`src/hdl/symbol_string_hash64_unit_macros.svh`:
```
// assertion macros for the string hash unit
// used by the top level; expects signals named clock and reset in scope
`ifndef SYMBOL_STRING_HASH64_UNIT_MACROS_SVH
`define SYMBOL_STRING_HASH64_UNIT_MACROS_SVH

// same-cycle implication, disabled while reset is high
`define SH64_ASSERT_IMP(label, ante, cons, msg) \
   label: assert property (@(posedge clock) disable iff (reset) (ante) |-> (cons)) \
      else $error(msg);

// next-cycle implication, disabled while reset is high
`define SH64_ASSERT_NXT(label, ante, cons, msg) \
   label: assert property (@(posedge clock) disable iff (reset) (ante) |=> (cons)) \
      else $error(msg);

`endif

```
`src/hdl/sh64_pkg.sv`:
```
// shared types and constants for the string hash unit
// no dependencies; used by sh64_mul_unit and symbol_string_hash64_unit
`default_nettype none

package sh64_pkg;

   localparam int HASH_W     = 64;
   localparam int HALF_W     = HASH_W / 2;
   localparam int BYTE_W     = 8;
   localparam int COUNT_W    = 3;
   localparam int STEP_W     = 2;
   localparam int MIX_SHIFT  = 33;
   localparam int TAIL_SHIFT = 5;   // h*33 = (h << 5) + h

   localparam logic [HASH_W-1:0]  MIX_MUL_A      = 64'hff51afd7ed558ccd;
   localparam logic [HASH_W-1:0]  MIX_MUL_B      = 64'hc4ceb9fe1a85ec53;
   localparam logic [COUNT_W-1:0] LAST_SLOT      = 3'd7;
   localparam logic [STEP_W-1:0]  MIX_LAST_STEP  = 2'd2;

   // sequencer states
   typedef enum logic [5:0] {
      ST_IDLE   = 6'b000001,
      ST_XSHIFT = 6'b000010,
      ST_MUL0   = 6'b000100,
      ST_MUL1   = 6'b001000,
      ST_MUL2   = 6'b010000,
      ST_TAIL   = 6'b100000
   } state_type;

   // which 32x32 partial product the multiplier forms
   typedef enum logic [1:0] {
      MUL_PH_LL = 2'd0,   // low half of h times low half of constant
      MUL_PH_HL = 2'd1,   // high half of h times low half of constant
      MUL_PH_LH = 2'd2    // low half of h times high half of constant
   } mul_phase_type;

   // control from the sequencer to the multiplier
   typedef struct packed {
      logic          active;
      logic          const_sel;   // 0 selects MIX_MUL_A, 1 selects MIX_MUL_B
      mul_phase_type phase;
   } mul_ctl_type;

endpackage

`default_nettype wire

```
`src/hdl/symbol_string_hash64_unit.sv`:
```
// Streaming 64-bit string hash: one byte per item in, one hash per string out.
// Input items arrive on req_*: tdata carries data_byte, tuser carries has_byte,
// tlast marks the final item of a string. An item with has_byte low and tlast
// high ends a string without adding a byte (an empty string hashes to zero).
// The hash leaves on rsp_* as a 64-bit tdata, one item per string.
// A byte that does not complete a group of eight is taken without a stall,
// so such items are taken back to back. A byte that completes a group starts
// the mix: three xor-shifts and two 64-bit multiplies, each multiply being
// three passes through one shared 32x32 multiplier, and req_tready stays low
// throughout the mix. The final item then leads to the tail step, which
// folds in each leftover tail byte (0 to 7) and then loads the output register.
// rsp_tvalid rises after the mix, if the last byte completed a group, and the
// tail steps; the load waits while the output register still holds a result.
// The output register holds the hash while rsp_tready is low; the next string
// may start meanwhile, and its result waits until the register is free.
// Synchronous reset clears the hash state, the sequencer and rsp_tvalid.
// Depends on sh64_pkg, sh64_mul_unit and symbol_string_hash64_unit_macros.svh.
`default_nettype none
`include "symbol_string_hash64_unit_macros.svh"

module symbol_string_hash64_unit (
   input  wire logic        clock,
   input  wire logic        reset,
   input  wire logic        req_tvalid,
   output logic             req_tready,
   input  wire logic [7:0]  req_tdata,    // [7:0] data_byte
   input  wire logic        req_tuser,    // [0] has_byte
   input  wire logic        req_tlast,
   output logic             rsp_tvalid,
   input  wire logic        rsp_tready,
   output logic [63:0]      rsp_tdata     // [63:0] hash_value
);

   sh64_pkg::state_type                  state_ff, state_in;
   logic [sh64_pkg::HASH_W-1:0]          hash_ff, hash_in;
   logic [sh64_pkg::HASH_W-1:0]          pend_ff, pend_in;
   logic [sh64_pkg::COUNT_W-1:0]         count_ff, count_in;
   logic [sh64_pkg::STEP_W-1:0]          step_ff, step_in;
   logic                                 fin_ff, fin_in;
   logic                                 rsp_valid_ff, rsp_valid_in;
   logic [sh64_pkg::HASH_W-1:0]          rsp_data_ff, rsp_data_in;
   logic                                 req_accept;
   sh64_pkg::mul_ctl_type                mul_ctl;
   logic [sh64_pkg::HASH_W-1:0]          mul_result;
   logic [sh64_pkg::HASH_W-1:0]          tail_byte;

   assign req_tready = (state_ff == sh64_pkg::ST_IDLE);
   assign req_accept = req_tvalid & req_tready;
   assign rsp_tvalid = rsp_valid_ff;
   assign rsp_tdata  = rsp_data_ff;

   // oldest pending byte, sign-extended
   assign tail_byte = {{(sh64_pkg::HASH_W-sh64_pkg::BYTE_W){pend_ff[sh64_pkg::BYTE_W-1]}},
                       pend_ff[sh64_pkg::BYTE_W-1:0]};

   // shared multiplier
   sh64_mul_unit u_mul (
      .clock  (clock),
      .ctl    (mul_ctl),
      .hash   (hash_ff),
      .result (mul_result)
   );

   // sequencer and datapath next state
   always_comb begin
      state_in      = state_ff;
      hash_in       = hash_ff;
      pend_in       = pend_ff;
      count_in      = count_ff;
      step_in       = step_ff;
      fin_in        = fin_ff;
      rsp_valid_in  = rsp_valid_ff & ~rsp_tready;
      rsp_data_in   = rsp_data_ff;
      mul_ctl.active    = 1'b0;
      mul_ctl.const_sel = step_ff[0];
      mul_ctl.phase     = sh64_pkg::MUL_PH_LL;

      case (state_ff)
         sh64_pkg::ST_IDLE: begin
            if (req_accept) begin
               fin_in = req_tlast;
               if (req_tuser) begin
                  if (count_ff == sh64_pkg::LAST_SLOT) begin
                     // group complete: fold it in and start the mix
                     hash_in  = hash_ff ^ {req_tdata,
                                           pend_ff[sh64_pkg::HASH_W-sh64_pkg::BYTE_W-1:0]};
                     pend_in  = '0;
                     count_in = '0;
                     step_in  = '0;
                     state_in = sh64_pkg::ST_XSHIFT;
                  end else begin
                     for (int i = 0; i < sh64_pkg::HASH_W / sh64_pkg::BYTE_W; i++) begin
                        if (count_ff == sh64_pkg::COUNT_W'(i)) begin
                           pend_in[i*sh64_pkg::BYTE_W +: sh64_pkg::BYTE_W] = req_tdata;
                        end
                     end
                     count_in = sh64_pkg::COUNT_W'(count_ff + 1'b1);
                     if (req_tlast) begin
                        state_in = sh64_pkg::ST_TAIL;
                     end
                  end
               end else if (req_tlast) begin
                  state_in = sh64_pkg::ST_TAIL;
               end
            end
         end
         sh64_pkg::ST_XSHIFT: begin
            hash_in = hash_ff ^ (hash_ff >> sh64_pkg::MIX_SHIFT);
            if (step_ff == sh64_pkg::MIX_LAST_STEP) begin
               state_in = fin_ff ? sh64_pkg::ST_TAIL : sh64_pkg::ST_IDLE;
            end else begin
               state_in = sh64_pkg::ST_MUL0;
            end
         end
         sh64_pkg::ST_MUL0: begin
            mul_ctl.active = 1'b1;
            mul_ctl.phase  = sh64_pkg::MUL_PH_LL;
            state_in       = sh64_pkg::ST_MUL1;
         end
         sh64_pkg::ST_MUL1: begin
            mul_ctl.active = 1'b1;
            mul_ctl.phase  = sh64_pkg::MUL_PH_HL;
            state_in       = sh64_pkg::ST_MUL2;
         end
         sh64_pkg::ST_MUL2: begin
            mul_ctl.active = 1'b1;
            mul_ctl.phase  = sh64_pkg::MUL_PH_LH;
            hash_in        = mul_result;
            step_in        = sh64_pkg::STEP_W'(step_ff + 1'b1);
            state_in       = sh64_pkg::ST_XSHIFT;
         end
         sh64_pkg::ST_TAIL: begin
            if (count_ff != '0) begin
               // h = h*33 + signed byte, oldest byte first
               hash_in  = hash_ff + (hash_ff << sh64_pkg::TAIL_SHIFT) + tail_byte;
               pend_in  = pend_ff >> sh64_pkg::BYTE_W;
               count_in = sh64_pkg::COUNT_W'(count_ff - 1'b1);
            end else if (!rsp_valid_ff || rsp_tready) begin
               rsp_valid_in = 1'b1;
               rsp_data_in  = hash_ff;
               hash_in      = '0;
               pend_in      = '0;
               fin_in       = 1'b0;
               state_in     = sh64_pkg::ST_IDLE;
            end
         end
         default: begin
            state_in = sh64_pkg::ST_IDLE;
         end
      endcase
   end

   // control and hash state
   always_ff @(posedge clock) begin
      if (reset) begin
         state_ff     <= sh64_pkg::ST_IDLE;
         hash_ff      <= '0;
         pend_ff      <= '0;
         count_ff     <= '0;
         step_ff      <= '0;
         fin_ff       <= 1'b0;
         rsp_valid_ff <= 1'b0;
      end else begin
         state_ff     <= state_in;
         hash_ff      <= hash_in;
         pend_ff      <= pend_in;
         count_ff     <= count_in;
         step_ff      <= step_in;
         fin_ff       <= fin_in;
         rsp_valid_ff <= rsp_valid_in;
      end
   end

   // output payload
   always_ff @(posedge clock) begin
      rsp_data_ff <= rsp_data_in;
   end

   // checks
   `SH64_ASSERT_NXT(a_group_starts_mix,
      req_accept && req_tuser && (count_ff == sh64_pkg::LAST_SLOT),
      state_ff == sh64_pkg::ST_XSHIFT && hash_ff == $past(hash_ff ^ {req_tdata, pend_ff[55:0]}),
      "completed group did not start the mix")
   `SH64_ASSERT_NXT(a_mul_returns_to_shift,
      state_ff == sh64_pkg::ST_MUL2,
      state_ff == sh64_pkg::ST_XSHIFT && step_ff == $past(step_ff) + 2'd1,
      "multiply did not hand back to the xor-shift step")
   `SH64_ASSERT_NXT(a_tail_consumes_byte,
      state_ff == sh64_pkg::ST_TAIL && count_ff != 3'd0,
      count_ff == $past(count_ff) - 3'd1 && state_ff == sh64_pkg::ST_TAIL,
      "tail step did not consume one byte")
   `SH64_ASSERT_IMP(a_step_in_range,
      state_ff != sh64_pkg::ST_IDLE && state_ff != sh64_pkg::ST_TAIL,
      step_ff != 2'd3,
      "mix step counter out of range")

endmodule

`default_nettype wire

```
`src/hdl/sh64_mul_unit.sv`:
```
// shared 32x32 multiplier that builds a 64-bit wrapping product over its LL, HL and LH phases
// depends on sh64_pkg
`default_nettype none

module sh64_mul_unit (
   input  wire logic                         clock,
   input  wire sh64_pkg::mul_ctl_type        ctl,
   input  wire logic [sh64_pkg::HASH_W-1:0]  hash,
   output logic      [sh64_pkg::HASH_W-1:0]  result
);

   logic [sh64_pkg::HASH_W-1:0] coef;
   logic [sh64_pkg::HALF_W-1:0] op_a;
   logic [sh64_pkg::HALF_W-1:0] op_b;
   logic [sh64_pkg::HASH_W-1:0] prod;
   logic [sh64_pkg::HASH_W-1:0] part_ff;
   logic [sh64_pkg::HASH_W-1:0] part_in;
   logic [sh64_pkg::HALF_W-1:0] upper_sum;

   // operand selection for the current partial product
   always_comb begin
      coef = ctl.const_sel ? sh64_pkg::MIX_MUL_B : sh64_pkg::MIX_MUL_A;
      case (ctl.phase)
         sh64_pkg::MUL_PH_LL: begin
            op_a = hash[sh64_pkg::HALF_W-1:0];
            op_b = coef[sh64_pkg::HALF_W-1:0];
         end
         sh64_pkg::MUL_PH_HL: begin
            op_a = hash[sh64_pkg::HASH_W-1:sh64_pkg::HALF_W];
            op_b = coef[sh64_pkg::HALF_W-1:0];
         end
         sh64_pkg::MUL_PH_LH: begin
            op_a = hash[sh64_pkg::HALF_W-1:0];
            op_b = coef[sh64_pkg::HASH_W-1:sh64_pkg::HALF_W];
         end
         default: begin
            op_a = '0;
            op_b = '0;
         end
      endcase
   end

   assign prod = sh64_pkg::HASH_W'(op_a) * sh64_pkg::HASH_W'(op_b);

   // cross products only reach the upper half mod 2^64
   assign upper_sum = part_ff[sh64_pkg::HASH_W-1:sh64_pkg::HALF_W] +
                      prod[sh64_pkg::HALF_W-1:0];

   always_comb begin
      case (ctl.phase)
         sh64_pkg::MUL_PH_LL: part_in = prod;
         sh64_pkg::MUL_PH_HL: part_in = {upper_sum, part_ff[sh64_pkg::HALF_W-1:0]};
         default:             part_in = part_ff;
      endcase
   end

   // partial sum register
   always_ff @(posedge clock) begin
      if (ctl.active) begin
         part_ff <= part_in;
      end
   end

   // final product, valid during the last phase
   assign result = {upper_sum, part_ff[sh64_pkg::HALF_W-1:0]};

endmodule

`default_nettype wire
```
`config.mk`:
```
export PLATFORM = sky130hd
export DESIGN_NAME = symbol_string_hash64_unit
export DESIGN_NICKNAME = d
export VERILOG_FILES = /design/src/hdl/sh64_pkg.sv /design/src/hdl/symbol_string_hash64_unit.sv /design/src/hdl/sh64_mul_unit.sv
export VERILOG_INCLUDE_DIRS = /design/src /design/src/hdl
export SDC_FILE = /design/constraint.sdc
export NUM_CORES = 2
export LEC_CHECK = 0
export ABC_AREA = 1
export BUFFER_PORTS_ARGS = -buffer_cell sky130_fd_sc_hd__clkbuf_2
export CORE_AREA = 4 4 296 298
export CTS_CLUSTER_SIZE = 25
export DETAILED_ROUTE_END_ITERATION = 10
export DIE_AREA = 0 0 300 302
export PLACE_DENSITY_LB_ADDON = 0.15
export SYNTH_ARGS = -nofsm -noshare
export SYNTH_HDL_FRONTEND = slang
export SYNTH_SLANG_ARGS = --single-unit
```
`constraint.sdc`:
```
create_clock -name clock -period 12 [get_ports clock]
set_input_delay 1.2 -clock clock [delete_from_list [all_inputs] [get_ports clock]]
set_output_delay 1.2 -clock clock [all_outputs]
set_load 0.02 [all_outputs]
```
==> qor.txt <==
Setup Viol. Count Final: 0
final instance area: 0.0535 mm²
CTS tree: yes
type of origin of the critical path: flip-flop
Synth Cell Area: 0.0506 mm²
Die Ht: 302 µm
GRT busiest layer: met2
ys async rst share: 0%
status: completed
post-synth net total: 7630
vias per cell: 5.95
Tcrit/Tclk final: 94.3%
crit-path max cell delay: 0.78 ns
Synth Area in Simple Gates: 17.2%
Rel. slew slack: 23.3%
area occupied by multi-input gates: 0.0379 mm²
pins over their slew limit: 0
# fillers: 7549
CTS Buffer Depth: 3
Max Cap Viol: 0
Post-synth EDFFs: 128
vias in the first global route: 44300
FF+latch area: 0.00651 mm²
Hold WS: 0.478 ns
Cells after DPL: 7464
IO Count: 80
grt ovf: 0
post-CTS setup buffers: 0
antenna-violating nets left: 0
Core Area: 0.0849 mm²
Fin Setup TNS: 0 ns
Initial Util: 59.6%
initial drt markers: 6404
# hold bufs at CTS: 0
clock sink total: 261
routing usage on met3: 14.7%
TritonCTS Buffers: 28
GR Layer Usage met1: 62.2%
RSZ-0062 raised after global routing: no
post-synthesis mux area share: 0%
die area: 0.0906 mm²
Cell Area, Placed: 0.0525 mm²
Seq cells post-synth: 261
Fmax: 88.3 MHz
HPWL Detailed: 170000 µm
crit path DAT: 11.86 ns
initial antenna violation count: 7
Post-route DRC: 0
layout cells sized above 1: 4.63%
fin cells: 7518
largest family of logic cells by synthesized area: adder cells
largest net degree at the start of global routing: 70
Placer Congestion: 1.06
first-pass GRT wire length: 292000 µm
crit path time final: 11.32 ns
WS Path Type: flip-flop to flip-flop
DR vias: 44800
1st-pass router iterations: 6
WL final: 198000 µm
Port Buffers: 79
Crit. End Element: flip-flop
critical path peak fanout: 33
Synth Area in Adders: 46.4%
GR Util met2: 62.6%
Clock transition at path regs: 0.07 ns
post-synthesis compound-gate area fraction: 8.90%
Top FF cell, synth: dfxtp_1
CTS H-Tree Depth: 1
Root Buffer: clkbuf_16
setup clock skew after layout: 0.0120 ns
Worst Hold Class: flip-flop to flip-flop
nets@finish: 7687
Critical-path top delay cell: xor2_1
Ys Warns: 0
post-CTS resize count: 0
wire length per cell: 26.3 µm
Die W: 300 µm
clk_lat worst skew: 0.59 ns
Cell Rows: 107
Worst EP required: 12.54 ns
Tightest Pin Transition: 1.15 ns
GRT Util Overall: 43.9%
Seq/Total Area, Yosys: 12.9%
xor and xnor area share after synthesis: 2.48%
final hold vios: 0
Layout area overhead: 5.90%
Yosys cell types: 52
Post-Syn Instances: 6293
syn_area_per_cell: 8.03 µm²
## synth_stat cells (2+ instances only)
master     count  area (µm²)
o221ai_1       3        26.3
o21bai_1      32         240
or2_2         34         213
nand2_1     1135        4260
dfxtp_1      133        2660
clkbuf_1      89         334
xor2_1        74         648
xnor2_1       69         604
a21boi_0       6        45.0
nor4_1         8        50.1
a21oi_2        2        17.5
and3_1         2        12.5
a22oi_1        9        67.6
nand3b_1      13        97.6
nand4_1       44         275
inv_2          8        30.0
nor2_4         6        67.6
edfxtp_1     128        3840
nand2b_1       2        12.5
a21oi_1      407        2040
buf_1         11        41.3
nor3_1        34         170
o21ai_1        6        30.0
o2111ai_1      6        52.6
a21o_1        15         113
clkinv_1       3        11.3
nor2_1       608        2280
buf_2         24         120
nor2_2         2        12.5
o21ai_2       24         210
a31oi_1       29         181
ha_1         402        5030
nand3_1      230        1150
o21ai_0      234        1170
fa_1         921       18400
o21a_1         8        60.1
a211oi_1      13        97.6
o211ai_1      15         113
inv_1       1491        5600
## path summary, 6_finish.rpt
check | startpoint | to | cells past startpoint | slack (ns)
setup / recovery | state_ff[5] | hash_ff[60] | 37 | 0.68
hold / removal | step_ff[1] | step_ff[1] | 2 | 0.48
setup reg to reg | state_ff[5] | hash_ff[60] | 37 | 0.68
hold reg to reg | step_ff[1] | step_ff[1] | 2 | 0.48
## metal layers
layer,vias up,wire [µm]
met4,8,10400
met1,21700,77200
li1,19300,-
met5,-,159
met3,515,28900
met2,3188,81000
## critical path, delay by kind of cell, from the launching register on
family / cells / cell delay, ns
XOR/XNOR: 1 / 0.78
buffers and inverters: 11 / 1.85
adder cells (fa/ha/maj): 10 / 4.92
AO/OA/AOI/OAI: 6 / 1.82
flip-flops: 1 / 0.32
AND/OR/NAND/NOR: 9 / 1.51
## stage by stage
step / utilization (%) / worst slack (ns)
2_1_floorplan: - / 3.21
3_3_place_gp: 61.8 / 0.964
3_5_place_dp: 61.8 / 1.02
4_1_cts: 63.1 / 0.958
5_1_grt: 63.1 / 0.328
6_report: 63.1 / 0.679
## layout by cell type (no fill, tap or decap), types with 128 or more instances in the layout
cell,count
edfxtp_1,128
ha_1,402
nand2_1,1135
o21ai_0,231
inv_1,1489
nand3_1,230
nor2_1,602
fa_1,921
a21oi_1,407
dfxtp_1,132
## area by class of cell
| cell class | instances | share of cell area (%) |
|---|---|---|
| clock inverter | 17 | 0.411 |
| inverter | 1502 | 10.5 |
| multi-input combinational | 4404 | 70.9 |
| sequential | 261 | 12.2 |
| timing repair buffer | 153 | 1.80 |
| antenna | 2 | 0.00935 |
| clock buffer | 35 | 1.53 |
| tap | 1144 | 2.67 |
## state kept, by name (all words and copies together), names as in the netlist
signal	count
count_ff	3
rsp_tdata	64
state_ff	6
step_ff	2
u_mul.part_ff	64
pend_ff	56
rsp_tvalid	1
hash_ff	64
fin_ff	1
## cell families (layout without fill, tap and decap cells)
kind of cell / Yosys count / in the layout
flip-flops: 261 / 261
buffers and inverters: 1628 / 1707
AND/OR/NAND/NOR: 2125 / 2125
AO/OA/AOI/OAI: 813 / 813
adder cells (fa/ha/maj): 1323 / 1323
other: 0 / 2
XOR/XNOR: 143 / 143
Power is not shown: default switching activity piles up to over one toggle a cycle in this logic, so the estimate is an artifact.
